File: src/sv/sjf_job_scheduler_with_stats_assert.svh
// Assertion macros for the scheduler
`ifndef SJF_JOB_SCHEDULER_WITH_STATS_ASSERT_SVH
`define SJF_JOB_SCHEDULER_WITH_STATS_ASSERT_SVH
// implication checked every clock outside reset
`define SJF_ASSERT_IMP(label, a, c) \
  label: assert property (@(posedge clk) disable iff (rst) (a) |-> (c)) \
    else $error("assertion failed");
// next-cycle implication
`define SJF_ASSERT_NXT(label, a, c) \
  label: assert property (@(posedge clk) disable iff (rst) (a) |=> (c)) \
    else $error("assertion failed");
`endif

File: src/sv/sjf_pkg.sv
package sjf_pkg;
  localparam int unsigned QueueDepthDef = 16;
  localparam logic [47:0] Max48 = 48'hFFFF_FFFF_FFFF;
  localparam logic        ReqTick = 1'b0;
  localparam logic        ReqArrive = 1'b1;
  localparam logic        StDone = 1'b0;
  localparam logic        StDrop = 1'b1;

  // controller -> datapath
  typedef struct packed {
    logic load_in;     // capture input beat
    logic enqueue;     // write captured arrival at tail
    logic tick;        // advance clock, count down
    logic scan_step;   // examine one slot
    logic take;        // move best slot to server
    logic shift_step;  // compact one slot
    logic finish;      // update group totals, load result
    logic drop;        // load drop result
    logic out_load;    // result register valid
  } sjf_cmd_t;

  // datapath -> controller
  typedef struct packed {
    logic is_arrival;
    logic full;
    logic empty;
    logic busy;
    logic last_tick;   // running job ends on this tick
    logic scan_end;
    logic shift_end;
  } sjf_sts_t;

  function automatic logic [47:0] sat_add48(input logic [47:0] a, input logic [31:0] b);
    logic [48:0] s;
    s = {1'b0, a} + {17'd0, b};
    return s[48] ? Max48 : s[47:0];
  endfunction
endpackage

File: src/sv/sjf_ctrl.sv
module sjf_ctrl (
  input  logic            clk,
  input  logic            rst,
  input  logic            in_valid,
  output logic            in_stall,
  output logic            out_valid,
  input  logic            out_stall,
  input  sjf_pkg::sjf_sts_t sts,
  output sjf_pkg::sjf_cmd_t cmd
);
  import sjf_pkg::*;

  typedef enum logic [2:0] {S_IDLE, S_DECODE, S_SCAN, S_SHIFT, S_OUT} state_t;
  state_t state;
  logic   ovalid;

  assign in_stall  = (state != S_IDLE);
  assign out_valid = ovalid;

  always_comb begin
    cmd = '0;
    unique case (state)
      S_IDLE:   cmd.load_in = in_valid;
      S_DECODE: begin
        if (sts.is_arrival) begin
          if (sts.full) cmd.drop = 1'b1;
          else cmd.enqueue = 1'b1;
        end else begin
          cmd.tick = 1'b1;
          if (sts.busy && sts.last_tick) cmd.finish = 1'b1;
        end
      end
      S_SCAN:   begin
        if (sts.scan_end) cmd.take = 1'b1;
        else cmd.scan_step = 1'b1;
      end
      S_SHIFT:  cmd.shift_step = !sts.shift_end;
      S_OUT:    ;
      default:  ;
    endcase
    cmd.out_load = cmd.drop | cmd.finish;
  end

  // after decode: dispatch if server free (after finish) and queue nonempty
  always_ff @(posedge clk) begin
    if (rst) begin
      state  <= S_IDLE;
      ovalid <= 1'b0;
    end else begin
      if (cmd.out_load) ovalid <= 1'b1;
      else if (!out_stall) ovalid <= 1'b0;
      unique case (state)
        S_IDLE:   if (in_valid) state <= S_DECODE;
        S_DECODE: begin
          if (sts.is_arrival && sts.full) state <= S_OUT;
          else if (sts.is_arrival && !sts.busy) state <= S_SCAN;
          else if (!sts.is_arrival && sts.busy && sts.last_tick && !sts.empty)
            state <= S_SCAN;
          else state <= S_OUT;
        end
        S_SCAN:   if (sts.scan_end) state <= S_SHIFT;
        S_SHIFT:  if (sts.shift_end) state <= S_OUT;
        S_OUT:    if (!ovalid || !out_stall) state <= S_IDLE;
        default:  state <= S_IDLE;
      endcase
    end
  end
endmodule

File: src/sv/sjf_dp.sv
module sjf_dp #(
  parameter int unsigned QUEUE_DEPTH = sjf_pkg::QueueDepthDef
) (
  input  logic              clk,
  input  logic              rst,
  input  logic              req_type,
  input  logic [15:0]       job_id,
  input  logic [15:0]       job_size,
  input  logic              group,
  input  sjf_pkg::sjf_cmd_t cmd,
  output sjf_pkg::sjf_sts_t sts,
  output logic              status,
  output logic [15:0]       done_id,
  output logic              done_group,
  output logic [31:0]       wait_ticks,
  output logic [31:0]       latency_ticks,
  output logic [31:0]       group_jobs,
  output logic [47:0]       group_wait_sum,
  output logic [47:0]       group_latency_sum,
  output logic [47:0]       group_exec_sum
);
  import sjf_pkg::*;

  localparam int unsigned IW = (QUEUE_DEPTH > 1) ? $clog2(QUEUE_DEPTH) : 1;
  localparam int unsigned CW = $clog2(QUEUE_DEPTH + 1);
  localparam int unsigned PW = CW + 1;

  // queue memory, one record per slot: {group, id, size, arrival}
  logic [64:0] mem [QUEUE_DEPTH];
  logic [64:0] rd_q;
  logic [CW-1:0] count;
  logic [PW-1:0] ptr;      // scan / shift index
  logic [IW-1:0] best;
  logic [15:0]   best_size;
  logic          rd_ok;    // rd_q holds slot ptr-1
  logic [64:0]   best_rec; // record of the best slot so far
  logic          better;   // rd_q beats the best so far (slot 0 always does)

  logic        a_type, a_grp;
  logic [15:0] a_id, a_size;

  logic [31:0] now_ticks;
  logic        busy;
  logic [16:0] run_job;
  logic [15:0] run_left, run_size;
  logic [31:0] run_arr, run_start;
  logic [31:0] g_cnt [2];
  logic [47:0] g_wait [2], g_lat [2], g_exec [2];

  logic [31:0] now_inc, w, l;
  logic        g;
  assign now_inc = now_ticks + 32'd1;
  assign g  = run_job[16];
  assign w  = run_start - run_arr;
  assign l  = now_inc - run_arr;
  assign better = (ptr == PW'(1)) || (rd_q[47:32] < best_size);

  assign sts.is_arrival = (a_type == ReqArrive);
  assign sts.full       = (count == CW'(QUEUE_DEPTH));
  assign sts.empty      = (count == '0);
  assign sts.busy       = busy;
  assign sts.last_tick  = (run_left <= 16'd1);
  assign sts.scan_end   = rd_ok && (ptr == PW'(count));
  assign sts.shift_end  = (ptr >= PW'(count) + PW'(2));

  // memory port: one write, one registered read
  always_ff @(posedge clk) begin
    if (cmd.enqueue)
      mem[count[IW-1:0]] <= {a_grp, a_id, (a_size == 16'd0) ? 16'd1 : a_size, now_ticks};
    else if (cmd.shift_step && rd_ok)
      mem[IW'(ptr - PW'(2))] <= rd_q;
    rd_q <= mem[ptr[IW-1:0]];
  end

  always_ff @(posedge clk) begin
    if (cmd.load_in) begin
      a_type <= req_type; a_id <= job_id; a_size <= job_size; a_grp <= group;
    end
    if (rst) begin
      count <= '0; ptr <= '0; rd_ok <= 1'b0; best <= '0; best_size <= '0;
      now_ticks <= '0; busy <= 1'b0; run_job <= '0; run_left <= '0;
      run_size <= '0; run_arr <= '0; run_start <= '0;
      for (int i = 0; i < 2; i++) begin
        g_cnt[i] <= '0; g_wait[i] <= '0; g_lat[i] <= '0; g_exec[i] <= '0;
      end
    end else begin
      if (cmd.load_in) begin
        ptr <= '0; rd_ok <= 1'b0; best_size <= 16'hFFFF; best <= '0;
      end
      if (cmd.enqueue) count <= count + CW'(1);
      if (cmd.tick) begin
        now_ticks <= now_inc;
        if (busy && run_left != 16'd0 && !cmd.finish) run_left <= run_left - 16'd1;
      end
      if (cmd.finish) begin
        busy <= 1'b0;
        run_left <= '0;
        if (g_cnt[g] != 32'hFFFF_FFFF) g_cnt[g] <= g_cnt[g] + 32'd1;
        g_wait[g] <= sat_add48(g_wait[g], w);
        g_lat[g]  <= sat_add48(g_lat[g], l);
        g_exec[g] <= sat_add48(g_exec[g], {16'd0, run_size});
      end
      if (cmd.scan_step) begin
        // rd_q shows slot ptr-1 once rd_ok
        if (rd_ok && better) begin
          best_size <= rd_q[47:32];
          best <= IW'(ptr - PW'(1));
        end
        if (ptr != PW'(count)) ptr <= ptr + PW'(1);
        rd_ok <= 1'b1;
      end
      if (cmd.take) begin
        // last slot still in rd_q
        busy <= 1'b1;
        if (better) begin
          run_job <= rd_q[64:48]; run_size <= rd_q[47:32];
          run_left <= rd_q[47:32]; run_arr <= rd_q[31:0];
          ptr <= PW'(count) + PW'(1);
        end else begin
          run_job <= best_rec[64:48]; run_size <= best_rec[47:32];
          run_left <= best_rec[47:32]; run_arr <= best_rec[31:0];
          ptr <= PW'(best) + PW'(1);
        end
        rd_ok <= 1'b0;
        run_start <= now_ticks;
        count <= count - CW'(1);
      end
      if (cmd.shift_step) begin
        ptr <= ptr + PW'(1);
        rd_ok <= 1'b1;
      end
    end
  end

  always_ff @(posedge clk) begin
    if (cmd.drop) begin
      status <= StDrop; done_id <= a_id; done_group <= a_grp;
      wait_ticks <= '0; latency_ticks <= '0; group_jobs <= '0;
      group_wait_sum <= '0; group_latency_sum <= '0; group_exec_sum <= '0;
    end else if (cmd.finish) begin
      status <= StDone; done_id <= run_job[15:0]; done_group <= g;
      wait_ticks <= w; latency_ticks <= l;
      group_jobs <= (g_cnt[g] != 32'hFFFF_FFFF) ? g_cnt[g] + 32'd1 : g_cnt[g];
      group_wait_sum <= sat_add48(g_wait[g], w);
      group_latency_sum <= sat_add48(g_lat[g], l);
      group_exec_sum <= sat_add48(g_exec[g], {16'd0, run_size});
    end
  end

  // the best record is captured during the scan
  always_ff @(posedge clk) begin
    if (cmd.scan_step && rd_ok && better) best_rec <= rd_q;
  end
endmodule

File: src/sv/sjf_job_scheduler_with_stats.sv
// channel | handshake           | payload
// in      | in_valid / in_stall  | req_type job_id job_size group
// out     | out_valid / out_stall| status done_id done_group wait/latency/group stats
// When a job starts, the queue is scanned for the minimum through the single
// registered queue read port, and then the queue is compacted.
// Reset is synchronous; the queue is empty and all totals are zero after it.
// The result sits in an output register; out_stall holds the next item off.
module sjf_job_scheduler_with_stats #(
  parameter int unsigned QUEUE_DEPTH = sjf_pkg::QueueDepthDef
) (
  input  logic        clk,
  input  logic        rst,
  input  logic        in_valid,
  output logic        in_stall,
  input  logic        req_type,
  input  logic [15:0] job_id,
  input  logic [15:0] job_size,
  input  logic        group,
  output logic        out_valid,
  input  logic        out_stall,
  output logic        status,
  output logic [15:0] done_id,
  output logic        done_group,
  output logic [31:0] wait_ticks,
  output logic [31:0] latency_ticks,
  output logic [31:0] group_jobs,
  output logic [47:0] group_wait_sum,
  output logic [47:0] group_latency_sum,
  output logic [47:0] group_exec_sum
);
  import sjf_pkg::*;
  `include "sjf_job_scheduler_with_stats_assert.svh"

  sjf_cmd_t cmd;
  sjf_sts_t sts;

  sjf_ctrl u_ctrl (
    .clk, .rst, .in_valid, .in_stall, .out_valid, .out_stall, .sts, .cmd
  );

  sjf_dp #(.QUEUE_DEPTH(QUEUE_DEPTH)) u_dp (
    .clk, .rst, .req_type, .job_id, .job_size, .group, .cmd, .sts,
    .status, .done_id, .done_group, .wait_ticks, .latency_ticks, .group_jobs,
    .group_wait_sum, .group_latency_sum, .group_exec_sum
  );

  // a finished job clears the registered busy flag
  `SJF_ASSERT_NXT(a_finish_idle, cmd.finish, !sts.busy)
  // never enqueue into a full queue
  `SJF_ASSERT_IMP(a_no_overfill, cmd.enqueue, !sts.full)
  // a result is loaded only while no item is being accepted
  `SJF_ASSERT_IMP(a_load_stalled, cmd.out_load, in_stall)
endmodule
File: config.mk
export PLATFORM = sky130hd
export DESIGN_NAME = sjf_job_scheduler_with_stats
export DESIGN_NICKNAME = d
export VERILOG_FILES = /design/src/sv/sjf_pkg.sv /design/src/sv/sjf_ctrl.sv /design/src/sv/sjf_dp.sv /design/src/sv/sjf_job_scheduler_with_stats.sv
export VERILOG_INCLUDE_DIRS = /design/src /design/src/sv
export SDC_FILE = /design/constraint.sdc
export NUM_CORES = 2
export LEC_CHECK = 0
export ABC_AREA = 1
export BUFFER_PORTS_ARGS = -buffer_cell sky130_fd_sc_hd__buf_4
export CAP_MARGIN = 25
export CORE_ASPECT_RATIO = 0.7
export CORE_MARGIN = 2
export CORE_UTILIZATION = 40
export CTS_CLUSTER_DIAMETER = 60
export DETAILED_ROUTE_END_ITERATION = 8
export PLACE_DENSITY_LB_ADDON = 0.12
export SYNTH_ARGS = -nofsm -noshare
export SYNTH_HDL_FRONTEND = slang
export SYNTH_SLANG_ARGS = --single-unit
File: constraint.sdc
create_clock -name clk -period 8.1 [get_ports clk]
set_input_delay 0.81 -clock clk [delete_from_list [all_inputs] [get_ports clk]]
set_output_delay 0.81 -clock clk [all_outputs]
set_load 0.01 [all_outputs]
==> results.toml <==
[job]
maxCapViolCount = 0

[setup_path]
worst-path-stages = 32
cp.arrival_ps = 7720
end_kind = "flop"
r2r_slack_ps = 950
required_ps = 8670
crit_fanout = 6
r2r-start = "u_dp.now_ticks[1]$_SDFFE_PP0P_"
path_delay_family = "simple AND/OR/NAND/NOR gates"
crit_type = "flop to flop"
crit_path_top_delay_cell = "nor4_1"
cp_num_buf_inv = 5
start_kind = "flop"
r2r_cells = 32
r2r_end = "u_dp.g_lat[0][42]$_SDFFCE_PN0P_"
critPathMaxStageDelay_ps = 570

[cells_and_area]
drive_gt1_share_pct = 10.5
area_delta_synth_final_pct = 13.6
final_nets = 9366

[synthesis]
synthCells = 8916
synth.avg_cell_area_um2 = 10.0
syn_nets = 9139
synthDistinctLibCells = 71
synthFlopType = "edfxtp_1"
yosysSeqAreaShare_pct = 61.7
yosys_warnings = 0
synthesis.area_mm2 = 0.0893
synth-async-reset-ratio_pct = 0
ys_ff_latch = 1997
synth-edff-count = 1508

[timing]
setup_tns_ps = 0
setup_ws_ps = 955
fin_crit_sh_pct = 88.2
slew_viol_final = 0
rsz0062_at_grt = "no"
min_period_ps = 7150
slew_headroom_pct = 30.1
finalHoldViolCount = 0
fin_skew_ps = 74.0
worst_slew_pin_slew_ps = 1050
setup_viol = 0
max_freq_ghz = 0.140

[drt]
wl_met1_mm = 139
ant_nets = 0
via_per_inst = 5.42
wl_met3_mm = 16.5
drtIter0Drc = 6190
drt_wl_total_mm = 287
wl_per_cell_um = 23.4
wl_met2_mm = 125
drtPass1Iterations = 7
routed.top_layer = "met4"
drcViolationCount = 0
vias = 66400

[pwr]
netSwitchingFraction_pct = 38.2
combPwrFrac_pct = 33.4
switching_power_mw = 12.6
p_total_mw = 33.0
pwr-share-clk_pct = 28.2
powerDensity_mw_per_mm2 = 325
p_seq_share_pct = 38.4
vdd.ir_drop.worst_mv = 0.261
internal_power_mw = 20.4
p_leak_nw = 40.0

[cts]
ctsResizeCount = 0
cts_root_buffer = "clkbuf_16"
clock_latency_ps = 870
htreeDepth = 4
cts_setup_buffers = 0
cts_hold_buf = 0
clk_path_buf_depth = 4
cts_inserted_buffers = 207
clk_pin_slew_worst_paths_ps = 70
cts_sinks = 1997
cts_tree = "done"

[placement]
io_buffers = 297
finalWeightedCongestion = 0.968
dpl.hpwl_mm = 179
place_ws_ps = 1210

[floorplanning]
placementRows = 145
initial_core_util_pct = 40.1
io-pin-count = 298
core_mm2 = 0.222
die_w_um = 569
design.die.area_mm2 = 0.227
die_y_um = 399

[global_route]
grtUsageTotal_pct = 24.6
grt_max_degree = 122
overflow = 0
grt_pass1_vias = 62900
grt_pass1_wl_mm = 422
antenna_found_initial = 4

[min_path]
hold_start = "job_size[14]"
min_path_cells = 1
hold_end = "u_dp.a_size[14]$_DFFE_PP_"
hp-class = "input pin to flop"

[run_status]
outcome = "complete, no violations"
==> synth_stat cells (5+ instances only) <==
cell	number	area, um2
nand3_1	291	1460
xnor2_1	60	526
fa_1	6	120
buf_2	47	235
inv_2	27	101
clkbuf_1	359	1350
and3_1	5	31.3
dfxtp_1	489	9790
buf_1	21	78.8
a31oi_1	52	325
nand4_1	53	332
edfxtp_1	1508	45300
a21boi_0	7	52.6
nor4_1	25	156
a21oi_1	397	1990
nor2_2	25	156
a22o_1	86	753
o22ai_1	158	988
nor3_2	6	60.1
a21o_1	7	52.6
inv_1	746	2800
buf_4	9	67.6
nor3_1	60	300
nand3_2	7	70.1
nor2_1	1156	4340
nand2_1	1526	5730
xor2_1	148	1300
o211ai_1	55	413
nand2_2	13	81.3
or2_2	75	469
o21ai_1	60	300
mux2i_1	46	460
o21a_1	10	75.1
o21ai_0	981	4910
a211oi_1	12	90.1
nand3b_1	14	105
or2_1	6	37.5
ha_1	179	2240
o221ai_1	105	920
buf_6	10	113
o21bai_1	11	82.6
==> sequential cells by signal, summed over array words and instances, names as in the netlist, 17 cells and up, named ones only <==
register / flops
u_dp.group_jobs: 32
u_dp.g_cnt: 64
u_dp.mem: 1040
u_dp.rd_q: 65
u_dp.group_wait_sum: 48
u_dp.run_job: 17
u_dp.run_arr: 32
u_dp.g_lat: 96
u_dp.now_ticks: 32
u_dp.g_wait: 96
u_dp.group_exec_sum: 48
u_dp.wait_ticks: 32
u_dp.group_latency_sum: 48
u_dp.run_start: 32
u_dp.latency_ticks: 32
u_dp.best_rec: 65
u_dp.g_exec: 96
==> worst register-to-register path: cells and delay by family, from the launching register on <==
kind / cells / cell delay (ps)
and+or+nand+nor: 17 / 3350
xor gates and xnor gates: 2 / 470
buffers and inverters: 5 / 520
adders and majority gates: 2 / 730
AOI/OAI and AO/OA: 6 / 1390
DFF: 1 / 400
==> cell families (layout without fill, tap and decap cells) <==
family / count (synthesis) / after routing / share of synthesized area [%]
compound gates: 1967 / 1967 / 12.5
xor+xnor: 208 / 208 / 2.04
fa+ha+maj: 185 / 185 / 2.64
buf+inv: 1229 / 1625 / 5.42
flops: 1997 / 1997 / 61.7
mux: 46 / 46 / 0.516
other cells: 0 / 1 / 0
simple gates: 3284 / 3284 / 15.2
==> power by group through the flow <==
stage	Clock (mW)	Combinational, mW	Sequential (mW)
6_report	9.30	11.0	12.7
3_5_place_dp	0	10.8	12.9
5_1_grt	9.90	12.1	12.7
2_1_floorplan	0	6.89	12.6
3_3_place_gp	0	10.8	12.9
4_1_cts	9.49	10.9	12.7
==> metrics by stage <==
step / instance area, um2 / utilization, % / instances / hold WS (ps)
after floorplan: 89300 / - / 8916 / 408
after global placement: 94900 / 42.7 / 11900 / 414
after detailed placement: 95000 / 42.7 / 11900 / 416
after CTS: 101000 / 45.6 / 12300 / 53.8
after global routing: 101000 / 45.6 / 12300 / 73.3
final: 101000 / 45.6 / 12300 / 117
==> cell type report <==
class / instances / area (um2)
diodes: 1 / 2.50
clock buffers: 308 / 5940
clock inverters: 70 / 538
fillers: 21000 / 121000
inverters: 779 / 2960
multi-input cells: 5690 / 29600
flip-flops and latches: 1997 / 55100
well taps: 2940 / 3680
repair buffers: 468 / 3660
==> metal layers <==
metal / up-vias / GRT usage (%)
li1: 31300 / -
met1: 32900 / 37.5
met2: 1944 / 37.3
met3: 311 / 3.22
met4: 0 / 5.08
met5: - / 0
==> worst max-delay path by stage <==
| stage | startpoint | to | slack, ps |
|---|---|---|---|
| after global routing | u_dp.now_ticks[1]$_SDFFE_PP0P_ | u_dp.g_lat[0][42]$_SDFFCE_PN0P_ | 340 |
| final | u_dp.now_ticks[1]$_SDFFE_PP0P_ | u_dp.g_lat[0][42]$_SDFFCE_PN0P_ | 950 |
| after global placement | u_dp.now_ticks[2]$_SDFFE_PP0P_ | u_dp.g_lat[0][27]$_SDFFCE_PN0P_ | 1280 |
| after detailed placement | u_dp.now_ticks[1]$_SDFFE_PP0P_ | u_dp.g_lat[0][27]$_SDFFCE_PN0P_ | 1210 |
| after CTS | u_dp.now_ticks[1]$_SDFFE_PP0P_ | u_dp.g_lat[0][27]$_SDFFCE_PN0P_ | 1130 |
| after floorplan | u_dp.ptr[0]$_SDFF_PP0_ | u_dp.mem[4][0]$_DFFE_PP_ | 1640 |
==> layout by cell type (no fill, tap or decap), drive strengths merged, types with 179 or more instances in the layout <==
master     n
a21oi    400
buf      468
clkbuf   308
dfxtp    489
edfxtp  1508
ha       179
inv      785
nand2   1541
nand3    298
nor2    1185
o21ai   1042
Note: power is estimated with default switching activity, not from simulation.
